<file path="config.mk">
export PLATFORM = sky130hd
export DESIGN_NAME = slmr_div
export DESIGN_NICKNAME = d
export VERILOG_FILES = /design/src/rtl/slmr_pkg.sv /design/src/rtl/slmr_div.sv
export SDC_FILE = /design/constraint.sdc
export NUM_CORES = 1
export LEC_CHECK = 0
export ABC_AREA = 1
export BUFFER_PORTS_ARGS = -buffer_cell sky130_fd_sc_hd__buf_4
export CAP_MARGIN = 40
export CORE_MARGIN = 10
export CORE_UTILIZATION = 45
export DETAILED_ROUTE_END_ITERATION = 8
export PLACE_DENSITY_LB_ADDON = 0.25
export SLEW_MARGIN = 20
export SYNTH_ARGS = -nofsm -noshare
export SYNTH_HDL_FRONTEND = slang
export SYNTH_SLANG_ARGS = --single-unit
</file>
<file path="constraint.sdc">
create_clock -name clk -period 3.2 [get_ports clk]
set_input_delay 0.32 -clock clk [delete_from_list [all_inputs] [get_ports clk]]
set_output_delay 0.32 -clock clk [all_outputs]
set_load 0.005 [all_outputs]
</file>
<file path="src/rtl/slmr_pkg.sv">
// ----------------------------------------------------------------------------
// slmr_pkg: shared types and constants
// Field widths, command and status codes, and the control word that
// drives the row of list cells.
// ----------------------------------------------------------------------------
`default_nettype none

package slmr_pkg;

  localparam int VAL_W       = 16;
  localparam int SUM_W       = 22;
  localparam int IDX_W       = 6;
  localparam int CMD_W       = 2;
  localparam int STATUS_W    = 2;
  localparam int CNT_OUT_W   = 7;
  localparam int IN_TDATA_W  = 24;
  localparam int OUT_TDATA_W = 48;

  localparam logic [CMD_W-1:0] CMD_INSERT = 2'd0;
  localparam logic [CMD_W-1:0] CMD_REMOVE = 2'd1;
  localparam logic [CMD_W-1:0] CMD_READ   = 2'd2;

  localparam logic [STATUS_W-1:0] ST_OK    = 2'd0;
  localparam logic [STATUS_W-1:0] ST_FULL  = 2'd1;
  localparam logic [STATUS_W-1:0] ST_NONE  = 2'd2;
  localparam logic [STATUS_W-1:0] ST_RANGE = 2'd3;

  typedef enum logic [2:0] {
    OP_HOLD      = 3'd0,
    OP_INSERT    = 3'd1,
    OP_MARK_REM  = 3'd2,
    OP_MARK_READ = 3'd3,
    OP_REMOVE    = 3'd4
  } cell_op_t;

  typedef struct packed {
    cell_op_t                  op;
    logic signed [VAL_W-1:0]   val;
    logic signed [SUM_W-1:0]   mean;
    logic        [IDX_W-1:0]   index;
  } cell_ctrl_t;

endpackage

`default_nettype wire

</file>
<file path="src/rtl/slmr_div.sv">
// ----------------------------------------------------------------------------
// slmr_div: floor division of the running sum by the count
// Restoring divider on the magnitude, one quotient bit per cycle, with a
// rounding fix towards minus infinity for negative sums.
// ----------------------------------------------------------------------------
`default_nettype none

module slmr_div #(
  parameter int CW = 7
) (
  input  wire                                   clk,
  input  wire                                   rst_n,
  input  wire                                   start,
  input  wire [slmr_pkg::SUM_W-1:0]             num,
  input  wire [CW-1:0]                          den,
  output logic                                  done,
  output logic [slmr_pkg::SUM_W-1:0]            mean
);

  localparam int STEP_W = $clog2(slmr_pkg::SUM_W);
  localparam logic [STEP_W-1:0] LAST_STEP = STEP_W'(slmr_pkg::SUM_W - 1);

  logic [slmr_pkg::SUM_W-1:0] mag_r, mag_nxt;
  logic [CW-1:0]              rem_r, rem_nxt;
  logic [STEP_W-1:0]          step_r, step_nxt;
  logic                       neg_r, neg_nxt;
  logic                       busy_r, busy_nxt;
  logic                       done_r, done_nxt;
  logic [CW:0]                rem_sh;
  logic                       ge;

  assign rem_sh = {rem_r, mag_r[slmr_pkg::SUM_W-1]};
  assign ge     = rem_sh >= {1'b0, den};

  always_comb begin
    mag_nxt  = mag_r;
    rem_nxt  = rem_r;
    step_nxt = step_r;
    neg_nxt  = neg_r;
    busy_nxt = busy_r;
    done_nxt = 1'b0;
    if (start) begin
      neg_nxt  = num[slmr_pkg::SUM_W-1];
      mag_nxt  = num[slmr_pkg::SUM_W-1] ? (~num + 1'b1) : num;
      rem_nxt  = '0;
      step_nxt = '0;
      busy_nxt = 1'b1;
    end else if (busy_r) begin
      rem_nxt  = ge ? CW'(rem_sh - {1'b0, den}) : rem_sh[CW-1:0];
      mag_nxt  = {mag_r[slmr_pkg::SUM_W-2:0], ge};
      step_nxt = step_r + 1'b1;
      if (step_r == LAST_STEP) begin
        busy_nxt = 1'b0;
        done_nxt = 1'b1;
      end
    end
  end

  always_ff @(posedge clk) begin
    mag_r  <= mag_nxt;
    rem_r  <= rem_nxt;
    step_r <= step_nxt;
    neg_r  <= neg_nxt;
  end

  always_ff @(posedge clk) begin
    if (!rst_n) begin
      busy_r <= 1'b0;
      done_r <= 1'b0;
    end else begin
      busy_r <= busy_nxt;
      done_r <= done_nxt;
    end
  end

  // -q rounds up for a negative sum; floor needs one less when inexact
  assign mean = !neg_r ? mag_r : ((rem_r != '0) ? ~mag_r : (~mag_r + 1'b1));
  assign done = done_r;

endmodule

`default_nettype wire

</file>
==> impl_metrics.json, run 1 <==
{
  "rsz0062_at_grt": "no",
  "status": "finished, final reports clean",
  "yosysMostFrequentCell": "nand2_1",
  "via_per_inst": 5.26,
  "cpMostUsedCell": "nand2_1",
  "fin_cells": 574,
  "crit_path_cell_trace": "inv_1 -> ha_1 -> nand2_1 -> nor3_1 -> nand2_2 -> nand2_1 -> o21ai_0 -> xor2_1 -> buf_4",
  "slew_violations": 0,
  "min_to": "busy_r",
  "dp_cells": 566,
  "clock-sinks": 37,
  "ant_nets": 0,
  "clk_latency_ns": 0.29,
  "synthFlopType": "edfxtp_1",
  "grt_start_max_net_pins": 31,
  "skew_ns": 0.00639,
  "whs_path_depth": 3,
  "final_area_mm2": 0.00358,
  "dp_slack_ns": 0.966,
  "dieArea_mm2": 0.0103,
  "htreeDepth": 2,
  "die_x_um": 102,
  "wl_mm": 7.70,
  "p_leak_nw": 1.76,
  "start_kind": "flip-flop",
  "port_buffers": 54,
  "syn_nets": 489,
  "ys_top_cells_by_count": "129 x nand2_1, 62 x inv_1, 39 x nand3_1, 36 x o21ai_0, 35 x nor2_1",
  "cp_max_fo": 3,
  "firstDrtPassIters": 5,
  "synth-warning-count": 0,
  "drc": 0,
  "synthArstFlopShare_pct": 0,
  "track_usage_pct": 15.1,
  "tns_ns": 0,
  "slew-limit-headroom_pct": 48.4,
  "worst_path_max_delay_cell": "edfxtp_1",
  "final_core_util_pct": 55.7,
  "clkTransAtPathRegs_ns": 0.07,
  "syn_area_mm2": 0.00300,
  "layout_min_cycle_time_ns": 2.42,
  "grt_pass1_vias": 2794,
  "fill_cells": 623,
  "finalPower_mw": 1.49,
  "fin_hold_ws_ns": 0.271,
  "finalHoldViolCount": 0,
  "cp_top_family": "simple AND/OR/NAND/NOR gates",
  "gp_congestion": 0.860,
  "post_dp_cell_area_mm2": 0.00347,
  "synth-edff-count": 23,
  "drive_above_1_share_pct": 13.9,
  "postCtsSetupBuffers": 0,
  "grt_pass1_wl_mm": 12.8,
  "core_mm2": 0.00642,
  "synth_cell_types": 32,
  "num_io_pins": 55,
  "yosysTopAreaCellShare_pct": 23.0,
  "cts_max_path_buffers": 2,
  "rr_worst_depth": 9,
  "cts_root_buf": "clkbuf_8",
  "antenna_found_initial": 0,
  "vias": 3020,
  "path_class": "flip-flop to output pin",
  "setup_viol": 0,
  "synthTopCellsByArea": "edfxtp_1 23%, nand2_1 16%, dfxtp_1 9.4%, inv_1 7.8%, nand3_1 6.5%",
  "fp.dieH_um": 102,
  "cap_violations": 0,
  "cts_resized": 0,
  "syn_inst": 445,
  "start_util_pct": 46.7,
  "cts_tree": "done",
  "holdCritStartpoint": "rst_n",
  "worstMarginPinSlew_ns": 0.773,
  "slowest_delay_ns": 0.44,
  "cts_buffers": 5,
  "num_rows": 29,
  "syn_area_per_cell_um2": 6.73,
  "critPathRequiredTime_ns": 2.88,
  "final_nets": 540,
  "worstHoldPathType": "primary input to flip-flop",
  "startpoint": "mag_r[0]",
  "fmax_mhz": 413,
  "finalWorstSetupSlack_ns": 0.776,
  "crit_path_end_kind": "output pin",
  "drt-initial-drc-count": 168,
  "critPathArrivalTime_ns": 2.10,
  "critPathBufInv": 2,
  "r2r_start": "mag_r[21]",
  "reg2reg_to": "rem_r[1]",
  "synth_top_area_cell": "edfxtp_1",
  "timing.final.crit_share_pct": 75.7,
  "syn2layout_area_growth_pct": 19.4,
  "vdd_drop_max_mv": 0.146,
  "num_antenna_cells": 0,
  "ys_ff_latch": 37,
  "post-dp-hpwl_mm": 6.12,
  "gr-total-overflow": 0,
  "power_density_mw_per_mm2": 416,
  "seq_area_frac_synth_pct": 32.4,
  "avgRoutedWirePerCell_um": 13.4,
  "reg2reg_slack_ns": 0.99,
  "hold_buffers": 0
}
[state kept, by name, indices dropped and copies added (netlist names)]
register and count:
mag_r 22, rem_r 7, step_r 5, busy_r 1, done 1, neg_r 1
[area by class of cell]
class,instances,area [um2],area share (%)
Timing Repair Buffer,55,420,11.8
Sequential cell,37,971,27.1
Multi-Input combinational cell,335,1750,48.8
Inverter,62,233,6.51
Tap cell,77,96.3,2.69
Clock buffer,8,111,3.11
[routing by layer]
layer | vias up | track usage, % | part of all wire [%]
li1 | 1559 | - | -
met1 | 1334 | 20.4 | 47
met2 | 120 | 23.0 | 43
met3 | 7 | 3.61 | 7.9
met4 | 0 | 5.28 | 1.2
met5 | - | 0 | 0
[worst min-delay path: cells and delay by family]
kind,cells,cell delay (ns)
AO/OA/AOI/OAI,1,0.10
buffers and inverters,2,0.12
[how the worst max path moves through the flow]
stage | end | slack (ns) | depth (start not counted)
final | mean[8] | 0.78 | 9
after global routing | mean[8] | 0.61 | 9
after CTS | mean[8] | 0.80 | 9
after detailed placement | rem_r[1] | 0.97 | 9
after global placement | rem_r[5] | 1.08 | 9
after floorplan | rem_r[4] | 1.31 | 10
[kinds of logic (layout without fill, tap and decap cells)]
kind of cell,after synthesis,count (layout),synth area share [%]
xor+xnor,27,27,7.89
simple gates,234,234,33.5
buf+inv,73,125,9.35
flops,37,37,32.4
fa+ha+maj,12,12,5.26
compound gates,62,62,11.6
[power breakdown]
group / leakage, nW / internal (mW) / switching, mW
logic: 1.35 / 0.214 / 0.274
clock network: 0.0566 / 0.223 / 0.167
registers: 0.350 / 0.561 / 0.0474
total: 1.76 / 0.998 / 0.489
[cell usage in the layout, fill, tap and decap left out, drive strengths merged, types with 2 or more instances in the layout]
| master | instances |
|---|---|
| a31oi | 2 |
| a21oi | 14 |
| o211ai | 6 |
| xor2 | 18 |
| dfxtp | 14 |
| nor3 | 10 |
| xnor2 | 9 |
| nor2 | 35 |
| o21ai | 38 |
| buf | 55 |
| ha | 11 |
| clkbuf | 8 |
| or2 | 5 |
| inv | 62 |
| edfxtp | 23 |
| nand2 | 130 |
| nand4 | 13 |
| nand3 | 39 |
No activity file was read; power rests on OpenSTA's default activity.
==> run 2, diff against run 1 <==
Clock period 3.2 ns to 2.5 ns, I/O delays scaled along.
==> impl_metrics.json, run 2 (synthesis results as in run 1) <==
{
  "status": "finished, final reports clean",
  "drc": 0,
  "via_per_inst": 5.16,
  "core_mm2": 0.00642,
  "cap_violations": 0,
  "num_io_pins": 55,
  "avgRoutedWirePerCell_um": 13.2,
  "fmax_mhz": 434,
  "clk_latency_ns": 0.29,
  "finalHoldViolCount": 0,
  "worstMarginPinSlew_ns": 0.770,
  "wl_mm": 7.59,
  "gr-total-overflow": 0,
  "htreeDepth": 2,
  "timing.final.crit_share_pct": 92.3,
  "num_antenna_cells": 0,
  "fin_hold_ws_ns": 0.198,
  "post-dp-hpwl_mm": 6.14,
  "fp.dieH_um": 102,
  "dp_cells": 569,
  "grt_start_max_net_pins": 31,
  "critPathRequiredTime_ns": 2.25,
  "slew_violations": 0,
  "vias": 2978,
  "regMostFlops": "mag_r",
  "largest_reg_flops": 22,
  "start_kind": "flip-flop",
  "power_density_mw_per_mm2": 507,
  "die_x_um": 102,
  "layout_common_cells": "129 x nand2_1, 62 x inv_1, 58 x buf_4",
  "postCtsSetupBuffers": 0,
  "rsz0062_at_grt": "no",
  "port_buffers": 54,
  "grt_pass1_vias": 2834,
  "num_rows": 29,
  "antenna_found_initial": 0,
  "gp_congestion": 0.850,
  "tns_ns": 0,
  "ant_nets": 0,
  "critPathArrivalTime_ns": 2.06,
  "crit_path_end_kind": "output pin",
  "layout_commonest_cell": "nand2_1",
  "cts_buffers": 5,
  "worstHoldPathType": "primary input to flip-flop",
  "path_class": "flip-flop to output pin",
  "layout_min_cycle_time_ns": 2.31,
  "dieArea_mm2": 0.0103,
  "slew-limit-headroom_pct": 48.6,
  "clock-sinks": 37,
  "skew_ns": 0.00376,
  "drt-initial-drc-count": 106,
  "fin_cells": 577,
  "cp_max_fo": 3,
  "final_nets": 543,
  "clkTransAtPathRegs_ns": 0.07,
  "cts_tree": "done",
  "cts_max_path_buffers": 2,
  "firstDrtPassIters": 4,
  "vdd_drop_max_mv": 0.177,
  "drive_above_1_share_pct": 14.4,
  "start_util_pct": 46.7,
  "cts_root_buf": "clkbuf_8",
  "syn2layout_area_growth_pct": 19.1,
  "reg_top3": "mag_r: 22 flops, rem_r: 7 flops, step_r: 5 flops",
  "setup_viol": 0,
  "grt_pass1_wl_mm": 12.7,
  "p_leak_nw": 1.75,
  "final_core_util_pct": 55.6,
  "track_usage_pct": 15.0
}
-- run 2: final cells by class --
type	count	area, um2
inverters	62	233
well taps	77	96.3
flip-flops and latches	37	971
repair buffers	58	435
multi-input cells	335	1750
clock buffers	6	72.6
fillers	621	2850
clock inverters	2	11.3
-- run 2: per-stage QoR --
| stage | worst slack, ns | instance area (um2) | power [mW] |
|---|---|---|---|
| 2_1_floorplan | 0.610 | 3000 | 1.15 |
| 3_3_place_gp | 0.395 | 3480 | 1.41 |
| 3_5_place_dp | 0.282 | 3480 | 1.42 |
| 4_1_cts | 0.139 | 3560 | 1.82 |
| 5_1_grt | 0.0469 | 3570 | 1.93 |
| 6_report | 0.194 | 3570 | 1.81 |
-- run 2: final timing paths --
kind	start	to	slack (ns)	depth (start not counted)
worst max-delay path	mag_r[0]	mean[8]	0.19	9
worst min register to register	rem_r[4]	rem_r[4]	0.50	2
worst min-delay path	rst_n	busy_r	0.20	3
worst max register to register	mag_r[21]	rem_r[5]	0.26	9
-- run 2: power breakdown --
group	total (mW)	internal, mW	switching [mW]	leakage (nW)
sequential	0.776	0.719	0.0577	0.350
clock	0.403	0.193	0.210	0.0388
combinational	0.630	0.277	0.353	1.37
-- run 2: routing by layer --
layer  up-vias  track usage, %  part of all wire [%]
li1       1565               -                     -
met1      1324            19.6                    49
met2        81            23.5                    42
met3         8            3.27                   6.9
met4         0            5.94                   1.8
met5         -               0                     0
-- run 2: worst max-delay path, stage by stage (launching register included) --
cell and delay (ns):
edfxtp_1 0.44, inv_1 0.11, ha_1 0.18, nand2_1 0.09
nor3_2 0.19, nand2_2 0.12, nand2_1 0.15, o21ai_0 0.12
xor2_1 0.22, buf_4 0.16
-- run 2: repair_timing --
| action | 4_1_cts | 5_1_grt |
|---|---|---|
| setup endpoints to repair | 0 | 1 |
| hold buffers | 0 | 0 |
| gates resized for setup | 0 | 1 |
| hold endpoints to repair | 0 | 0 |
