`src/rtl/slmr_pkg.sv`:
```
// ----------------------------------------------------------------------------
// slmr_pkg: shared types and constants
// Field widths, command and status codes, and the control word that
// drives the row of list cells.
// ----------------------------------------------------------------------------
`default_nettype none

package slmr_pkg;

  localparam int VAL_W       = 16;
  localparam int SUM_W       = 22;
  localparam int IDX_W       = 6;
  localparam int CMD_W       = 2;
  localparam int STATUS_W    = 2;
  localparam int CNT_OUT_W   = 7;
  localparam int IN_TDATA_W  = 24;
  localparam int OUT_TDATA_W = 48;

  localparam logic [CMD_W-1:0] CMD_INSERT = 2'd0;
  localparam logic [CMD_W-1:0] CMD_REMOVE = 2'd1;
  localparam logic [CMD_W-1:0] CMD_READ   = 2'd2;

  localparam logic [STATUS_W-1:0] ST_OK    = 2'd0;
  localparam logic [STATUS_W-1:0] ST_FULL  = 2'd1;
  localparam logic [STATUS_W-1:0] ST_NONE  = 2'd2;
  localparam logic [STATUS_W-1:0] ST_RANGE = 2'd3;

  typedef enum logic [2:0] {
    OP_HOLD      = 3'd0,
    OP_INSERT    = 3'd1,
    OP_MARK_REM  = 3'd2,
    OP_MARK_READ = 3'd3,
    OP_REMOVE    = 3'd4
  } cell_op_t;

  typedef struct packed {
    cell_op_t                  op;
    logic signed [VAL_W-1:0]   val;
    logic signed [SUM_W-1:0]   mean;
    logic        [IDX_W-1:0]   index;
  } cell_ctrl_t;

endpackage

`default_nettype wire

```
`src/rtl/slmr_cell.sv`:
```
// ----------------------------------------------------------------------------
// slmr_cell: one position of the sorted list
// Holds one entry, compares it against the broadcast operand and trades
// values with its neighbours to open or close a gap.
// ----------------------------------------------------------------------------
`default_nettype none

module slmr_cell #(
  parameter int IDX = 0,
  parameter int CW  = 7
) (
  input  wire                                   clk,
  input  wire                                   rst_n,
  input  wire slmr_pkg::cell_ctrl_t             ctrl,
  input  wire [CW-1:0]                          count,
  input  wire [slmr_pkg::VAL_W-1:0]             prev_value,
  input  wire                                   prev_lt,
  input  wire                                   prev_gt,
  input  wire [slmr_pkg::VAL_W-1:0]             next_value,
  output logic [slmr_pkg::VAL_W-1:0]            value,
  output logic                                  lt,
  output logic                                  gt,
  output logic [slmr_pkg::VAL_W-1:0]            tap,
  output logic                                  hit
);

  logic [slmr_pkg::VAL_W-1:0] value_r, value_nxt;
  logic [slmr_pkg::VAL_W-1:0] tap_r, tap_nxt;
  logic                       hit_r, hit_nxt;
  logic                       occ;
  logic [slmr_pkg::SUM_W-1:0] value_ext;

  assign occ       = 32'(count) > IDX;
  assign value_ext = {{(slmr_pkg::SUM_W-slmr_pkg::VAL_W){value_r[slmr_pkg::VAL_W-1]}},
                      value_r};
  assign lt        = occ && ($signed(value_r) < $signed(ctrl.val));
  assign gt        = occ && ($signed(value_ext) > $signed(ctrl.mean));

  always_comb begin
    value_nxt = value_r;
    hit_nxt   = 1'b0;
    case (ctrl.op)
      slmr_pkg::OP_INSERT: begin
        // keep smaller entries, take the new value at the gap, shift the rest up
        if (lt) begin
          value_nxt = value_r;
        end else if (prev_lt) begin
          value_nxt = ctrl.val;
        end else begin
          value_nxt = prev_value;
        end
      end
      slmr_pkg::OP_REMOVE: begin
        if (gt) begin
          value_nxt = next_value;
        end
      end
      slmr_pkg::OP_MARK_REM: begin
        hit_nxt = gt && !prev_gt;
      end
      slmr_pkg::OP_MARK_READ: begin
        hit_nxt = occ && (32'(ctrl.index) == IDX);
      end
      default: begin
        value_nxt = value_r;
      end
    endcase
    tap_nxt = hit_nxt ? value_r : '0;
  end

  always_ff @(posedge clk) begin
    value_r <= value_nxt;
    tap_r   <= tap_nxt;
  end

  always_ff @(posedge clk) begin
    if (!rst_n) begin
      hit_r <= 1'b0;
    end else begin
      hit_r <= hit_nxt;
    end
  end

  assign value = value_r;
  assign tap   = tap_r;
  assign hit   = hit_r;

endmodule

`default_nettype wire

```
`config.mk`:
```
export PLATFORM = sky130hd
export DESIGN_NAME = slmr_cell
export DESIGN_NICKNAME = d
export VERILOG_FILES = /design/src/rtl/slmr_pkg.sv /design/src/rtl/slmr_cell.sv
export SDC_FILE = /design/constraint.sdc
export NUM_CORES = 1
export LEC_CHECK = 0
export BUFFER_PORTS_ARGS = -buffer_cell sky130_fd_sc_hd__buf_4
export CORE_MARGIN = 5
export CORE_UTILIZATION = 37
export DETAILED_ROUTE_END_ITERATION = 8
export PLACE_DENSITY = 0.74
export SYNTH_ARGS = -nofsm -noshare
export SYNTH_HDL_FRONTEND = slang
export SYNTH_SLANG_ARGS = --single-unit
```
`constraint.sdc`:
```
create_clock -name clk -period 3.8 [get_ports clk]
set_input_delay 0.76 -clock clk [delete_from_list [all_inputs] [get_ports clk]]
set_output_delay 0.76 -clock clk [all_outputs]
set_load 0.02 [all_outputs]
```
==> impl_metrics.ini, run 1 <==
[finish]
area_growth_pct = 46.2
nets = 516
regArea_um2 = 821
n_fill_cell = 591
fin_area_um2 = 3480
drive_gt1_frac = 0.354
final_cell_mix = buf_4 (125), inv_1 (40), ha_1 (37)
multiInputGateArea_um2 = 1390
diodes = 0
layout_commonest_cell = buf_4

[power]
power.density_nw_per_um2 = 270
power.leakage_nw = 1.75
power.total_mw = 0.941
ir_drop_uv = 114

[floorplanning]
io_pins = 125
coreArea_um2 = 6310
die_h_um = 90.2
core.rowCount = 29
die_x_um = 90.2
die_area_um2 = 8140
initial_core_util = 0.377

[worst_setup_path]
crit_family = simple AND/OR/NAND/NOR gates
path_class = reg -> out
critPathSlowestCell = or4_4
critPathLaunchType = register
crit_required_ns = 3.04
cp_max_fo = 10
cp_num_buf_inv = 1
worst_path_largest_cell_delay_ns = 0.59
crit_arrival_ns = 2.87
endpoint_kind = output port
path_cells = ha_1 > nand4_1 > or4_4 > or2_0 > and3_1 > mux2_4 > buf_4

[logic_synthesis]
yosysWarnings = 0
ys_seq_elements = 33
synth_area_um2 = 2380
synth-edff-count = 16
synth_top_area_frac = 0.202
ys_async_sr_fraction = 0
synth_top_family_by_area = adder cells
synth_compound_area_frac = 0.168
ys_seq_area_frac = 0.345
synthTopCellsByArea = edfxtp_1 (20%), ha_1 (19%), dfxtp_1 (14%)
yosysUniqueCellTypes = 39
synth_fp_nets = 391
synthXorXnorAreaFrac = 0
synthFlopType = dfxtp_1
synth-simple-area-share = 0.140
syn_inst = 264
synth.avg_cell_area_um2 = 9.02
synth_area_leader_cell = edfxtp_1
synthAdderAreaFrac = 0.194
muxShareOfSynthArea = 0.0783

[timing]
worstMarginPinSlew_ns = 0.943
skew_ns = 0.00708
fmax_ghz = 0.275
post-route-period-util = 0.955
relSlewSlack = 0.368
timing.final.max_slew_violations = 0
min_period_ns = 3.63
rsz0062_at_grt = false
finalHoldViolCount = 0
setup_violations = 0
finalSetupTns_ns = 0

[grt]
grt_start_max_net_pins = 33
gr-max-usage-layer = met2
use_met3 = 0.0492
use_met2 = 0.305
use_met1 = 0.188
grt.total_usage = 0.166
grt_antenna_before_repair = 0
grt_pass1_wl_mm = 11.1
grt-ovfl-total = 0
grt_pass1_vias = 2396

[clock_tree]
clkSinkCount = 33
postCtsSetupBuffers = 0
cts_hold_buf = 0
clkTransAtPathRegs_ns = 0.07
numCtsBuffers = 5
worstSkewPairLatency_ns = 0.28
clock_path_buffers = 2
cts_tree = done
post_cts_resized = 0
htreeDepth = 2
root_buffer = clkbuf_8

[job]
drv_cap = 0

[outcome]
status = finished, final reports clean

[routing]
dr_total_vias = 2320
firstDrtPassIters = 4
wire_per_inst_um = 15.0
vias_per_cell = 4.97
antenna_left = 0
drt-initial-drc-count = 59
finalWirelength_mm = 7.02
drcViolationCount = 0

[placed_design]
hpwl_mm = 5.81
port_buffers = 124
placed_area_um2 = 3390
place.gp.congestion = 0.842

[min_path]
hp-class = reg -> reg
-- worst paths after layout --
path         startpoint        end  slack [ns]  depth (start not counted)
max           value[15]         gt        0.17                          7
min            value[0]     tap[0]        0.60                          2
max reg2reg   value[15]  value[12]        0.70                          7
min reg2reg    value[0]     tap[0]        0.60                          2
-- report_power, final --
group          switching, mW  leakage, nW  internal, mW  total (mW)
combinational          0.123         1.42         0.140       0.263
clock                  0.124       0.0455         0.148       0.272
sequential            0.0142        0.285         0.391       0.406
total                  0.262         1.75         0.679       0.941
-- cells by family (layout without fill, tap and decap cells) --
group | after synthesis | after routing
adders and majority gates | 37 | 37
AOI/OAI and AO/OA | 63 | 63
DFF | 33 | 33
muxes | 18 | 18
buffers and inverters | 47 | 173
and+or+nand+nor | 66 | 66
-- layout make-up --
class                   count  area share
multi-input cells         184       0.398
repair buffers            125       0.269
flip-flops and latches     33       0.236
inverters                  40      0.0431
well taps                  77      0.0277
clock buffers               8      0.0259
-- registers in the layout, indices dropped and copies added, names as in the netlist --
| register | cells |
|---|---|
| value | 16 |
| hit | 1 |
| tap | 16 |
-- through the flow --
step	worst slack, ns	utilization	hold slack [ns]	instances
6_report	0.170	0.552	0.604	467
5_1_grt	0.0402	0.552	0.647	467
2_1_floorplan	0.575	-	0.666	264
3_3_place_gp	0.313	0.537	0.583	459
3_5_place_dp	0.258	0.537	0.590	459
4_1_cts	0.154	0.552	0.612	467
-- Yosys cell counts, types with 7 or more instances --
master,instances
inv_1,40
ha_1,37
nand2_1,27
o21ai_0,22
dfxtp_1,17
a21boi_0,16
edfxtp_1,16
mux2i_1,16
a21oi_1,14
nand4_1,7
-- per-layer routing --
| metal | vias up | wire, um |
|---|---|---|
| li1 | 1187 | - |
| met3 | 8 | 448 |
| met5 | - | 0 |
| met1 | 1058 | 2940 |
| met2 | 67 | 3560 |
| met4 | 0 | 72 |
-- worst reg2reg max path, delay by kind of cell (launching register included) --
family                   cells  cell delay, ns
AND/OR/NAND/NOR              4            1.18
flip-flops                   1            0.56
adder cells (fa/ha/maj)      1            0.42
AO/OA/AOI/OAI                1            0.33
multiplexers                 1            0.28
Note: power is estimated with default switching activity, not from simulation.
==> run 2: changes to the inputs <==
--- a/config.mk
+++ b/config.mk
@@ -10,6 +10,7 @@
 export CORE_UTILIZATION = 37
 export DETAILED_ROUTE_END_ITERATION = 8
 export PLACE_DENSITY = 0.74
+export REMOVE_ABC_BUFFERS = 1
 export SYNTH_ARGS = -nofsm -noshare
 export SYNTH_HDL_FRONTEND = slang
 export SYNTH_SLANG_ARGS = --single-unit
==> impl_metrics.ini, run 2 (synthesized netlist as in run 1, its figures left out) <==
[floorplanning]
coreArea_um2 = 6310
io_pins = 125
die_h_um = 90.2
die_area_um2 = 8140
die_x_um = 90.2
core.rowCount = 29
initial_core_util = 0.377

[routing]
wire_per_inst_um = 15.2
drt-initial-drc-count = 65
antenna_left = 0
vias_per_cell = 5.05
dr_total_vias = 2358
firstDrtPassIters = 4
drcViolationCount = 0
finalWirelength_mm = 7.08

[placed_design]
hpwl_mm = 5.94
port_buffers = 124
dp_slack_ns = 0.270
placed_area_um2 = 3390
post-place-cells = 459
place.gp.congestion = 0.795

[finish]
nets = 516
final_cell_mix = buf_4 (125), inv_1 (40), ha_1 (37)
diodes = 0
area_growth_pct = 47.2
layoutNonFillerInstCount = 467
fin_area_um2 = 3510
layout_commonest_cell = buf_4
drive_gt1_frac = 0.359
post-route-util = 0.555

[clock_tree]
cts_hold_buf = 0
postCtsSetupBuffers = 0
clkTransAtPathRegs_ns = 0.07
root_buffer = clkbuf_8
post_cts_resized = 0
numCtsBuffers = 5
clkSinkCount = 33
clock_path_buffers = 2
worstSkewPairLatency_ns = 0.29
htreeDepth = 2
cts_tree = done

[worst_setup_path]
cp_num_buf_inv = 1
crit_arrival_ns = 2.86
endpoint_kind = output port
worst_path_largest_cell_delay_ns = 0.58
crit_family = simple AND/OR/NAND/NOR gates
critPathLaunchType = register
path_cells = ha_1 > nand4_1 > or4_4 > or2_0 > and3_1 > mux2_4 > buf_4
critPathSlowestCell = edfxtp_1
cp_max_fo = 10
crit_required_ns = 3.04
path_class = reg -> out

[timing]
timing.final.max_slew_violations = 0
finalSetupTns_ns = 0
min_period_ns = 3.62
worst_slack_ns = 0.175
relSlewSlack = 0.353
post-route-period-util = 0.954
finalHoldViolCount = 0
rsz0062_at_grt = false
setup_violations = 0
worstMarginPinSlew_ns = 0.964
fmax_ghz = 0.276
skew_ns = 0.00487
hold_slack_ns = 0.600

[job]
drv_cap = 0

[grt]
grt.total_usage = 0.172
grt_start_max_net_pins = 33
grt_antenna_before_repair = 0
grt_pass1_vias = 2437
grt_pass1_wl_mm = 11.5
grt-ovfl-total = 0

[min_path]
hp-class = reg -> reg

[outcome]
status = finished, final reports clean

[power]
power.share.clock = 0.330
power.total_mw = 0.998
net-switching-power_mw = 0.280
swShare = 0.280
power.density_nw_per_um2 = 285
power.leakage_nw = 1.76
ir_drop_uv = 181
internal_power_mw = 0.718
sequentialPowerShare = 0.407
pwr-share-comb = 0.263
[run 2: cell types whose count changed in the layout (fill, tap and decap cells not counted)]
cell	change
clkbuf_1	-2
clkbuf_16	+1
inv_4	+1
[run 2: worst paths after layout]
kind              depth (start not counted)  endpoint      start  slack [ns]
hold / removal                            2    tap[0]   value[0]        0.60
setup reg to reg                          7  value[8]  value[15]        0.71
setup / recovery                          7        gt  value[15]        0.18
hold reg to reg                           2    tap[0]   value[0]        0.60
[run 2: layout make-up]
cell class	instances	area, um2
Clock inverter	1	6.26
Tap cell	77	96.3
Sequential cell	33	821
Timing Repair Buffer	125	938
Multi-Input combinational cell	184	1390
Clock buffer	7	108
Inverter	40	150
Fill cell	619	2810
[run 2: tightest hold or removal path, cell delays in order, from the launching register on]
cell      delay [ns]
edfxtp_1        0.39
inv_1           0.08
a21oi_1         0.10
[run 2: routing by layer]
layer,global-route usage,up-vias,part of all wire
li1,-,1187,-
met1,0.195,1093,0.41
met2,0.312,68,0.52
met3,0.0417,10,0.049
met4,0.0546,0,0.014
met5,0,-,0
[run 2: power by group through the flow]
stage / registers [mW] / logic [mW] / clock network, mW
after floorplan: 0.424 / 0.117 / 0
after global placement: 0.414 / 0.258 / 0
after detailed placement: 0.415 / 0.266 / 0
after CTS: 0.407 / 0.267 / 0.333
after global routing: 0.408 / 0.292 / 0.353
final: 0.406 / 0.263 / 0.329
==> run 3: changes to the inputs <==
==> constraint.sdc (replaced) <==
create_clock -name clk -period 3.8 [get_ports clk]
set_input_delay 0.19 -clock clk [delete_from_list [all_inputs] [get_ports clk]]
set_output_delay 0.19 -clock clk [all_outputs]
set_load 0.02 [all_outputs]
==> impl_metrics.ini, run 3 (synthesized netlist as in run 1, its figures left out) <==
[finish]
drive_gt1_frac = 0.354
diodes = 0
nets = 516
final_cell_mix = buf_4 (125), inv_1 (40), ha_1 (37)
n_fill_cell = 622
layout_commonest_cell = buf_4
area_growth_pct = 46.2

[grt]
grt_antenna_before_repair = 0
grt_pass1_wl_mm = 11.6
grt-ovfl-total = 0
grt_start_max_net_pins = 34
grt_pass1_vias = 2512
grt.total_usage = 0.174

[floorplanning]
core.rowCount = 29
initial_core_util = 0.377
die_area_um2 = 8140
die_h_um = 90.2
die_x_um = 90.2
coreArea_um2 = 6310
io_pins = 125

[power]
power.total_mw = 0.947
swShare = 0.283
power.share.clock = 0.292
power.density_nw_per_um2 = 272
power.leakage_nw = 1.75
pwr-share-comb = 0.280
net-switching-power_mw = 0.268
ir_drop_uv = 124
sequentialPowerShare = 0.428
internal_power_mw = 0.680

[clock_tree]
postCtsSetupBuffers = 0
clkTransAtPathRegs_ns = 0.07
clock_path_buffers = 2
cts_hold_buf = 0
root_buffer = clkbuf_8
cts_tree = done
clkSinkCount = 33
worstSkewPairLatency_ns = 0.28
post_cts_resized = 0
htreeDepth = 2
numCtsBuffers = 5

[placed_design]
place.gp.congestion = 0.851
dp_slack_ns = 0.741
port_buffers = 124
hpwl_mm = 5.95

[worst_setup_path]
critPathLaunchType = register
cp_num_buf_inv = 0
crit_arrival_ns = 3.02
path_cells = ha_1 > nand4_1 > or4_4 > or2_0 > and3_1 > mux2_4 > o2bb2ai_2
path_class = reg -> reg
worst_path_largest_cell_delay_ns = 0.58
crit_required_ns = 3.76
crit_family = simple AND/OR/NAND/NOR gates
critPathSlowestCell = or4_4
endpoint_kind = register
cp_max_fo = 16

[outcome]
status = finished, final reports clean

[routing]
finalWirelength_mm = 7.00
dr_total_vias = 2313
firstDrtPassIters = 4
drcViolationCount = 0
antenna_left = 0
vias_per_cell = 4.95
drt-initial-drc-count = 76
wire_per_inst_um = 15.0

[timing]
worst_slack_ns = 0.735
fmax_ghz = 0.326
timing.final.max_slew_violations = 0
setup_violations = 0
relSlewSlack = 0.420
finalHoldViolCount = 0
worstMarginPinSlew_ns = 0.865
min_period_ns = 3.06
post-route-period-util = 0.806
finalSetupTns_ns = 0
skew_ns = 0.00574
rsz0062_at_grt = false

[min_path]
hp-class = in -> reg

[job]
drv_cap = 0
## run 3: cell type report
| cell class | instances | area [um2] | area share |
|---|---|---|---|
| multi-input combinational | 184 | 1390 | 0.398 |
| timing repair buffer | 125 | 938 | 0.269 |
| sequential | 33 | 821 | 0.236 |
| inverter | 40 | 150 | 0.0431 |
| tap | 77 | 96.3 | 0.0277 |
| clock buffer | 8 | 90.1 | 0.0259 |
## run 3: stage by stage
| stage | cells | cell area, um2 | hold slack, ns | util |
|---|---|---|---|---|
| after CTS | 467 | 3480 | 0.164 | 0.552 |
| after global placement | 459 | 3390 | 0.462 | 0.537 |
| after global routing | 467 | 3480 | 0.171 | 0.552 |
| after detailed placement | 459 | 3390 | 0.466 | 0.537 |
| final | 467 | 3480 | 0.170 | 0.552 |
| after floorplan | 257 | 2350 | 0.344 | - |
## run 3: final timing paths
check | startpoint | to | slack (ns) | depth (start not counted)
max reg2reg | value[15] | value[6] | 0.74 | 7
min reg2reg | value[0] | tap[0] | 0.61 | 2
min | rst_n | hit | 0.17 | 2
max | value[15] | value[6] | 0.74 | 7
## run 3: power groups by stage
| stage | clock, mW | combinational, mW | sequential (mW) |
|---|---|---|---|
| after global placement | 0 | 0.260 | 0.412 |
| after detailed placement | 0 | 0.267 | 0.413 |
| after floorplan | 0 | 0.117 | 0.424 |
| after global routing | 0.299 | 0.297 | 0.408 |
| final | 0.276 | 0.265 | 0.405 |
| after CTS | 0.285 | 0.268 | 0.405 |
## run 3: routing by layer
layer	vias to the layer above	GRT usage	share of wire
met5	-	0	0
li1	1186	-	-
met2	69	0.311	0.53
met1	1043	0.194	0.39
met3	15	0.0409	0.055
met4	0	0.0769	0.024
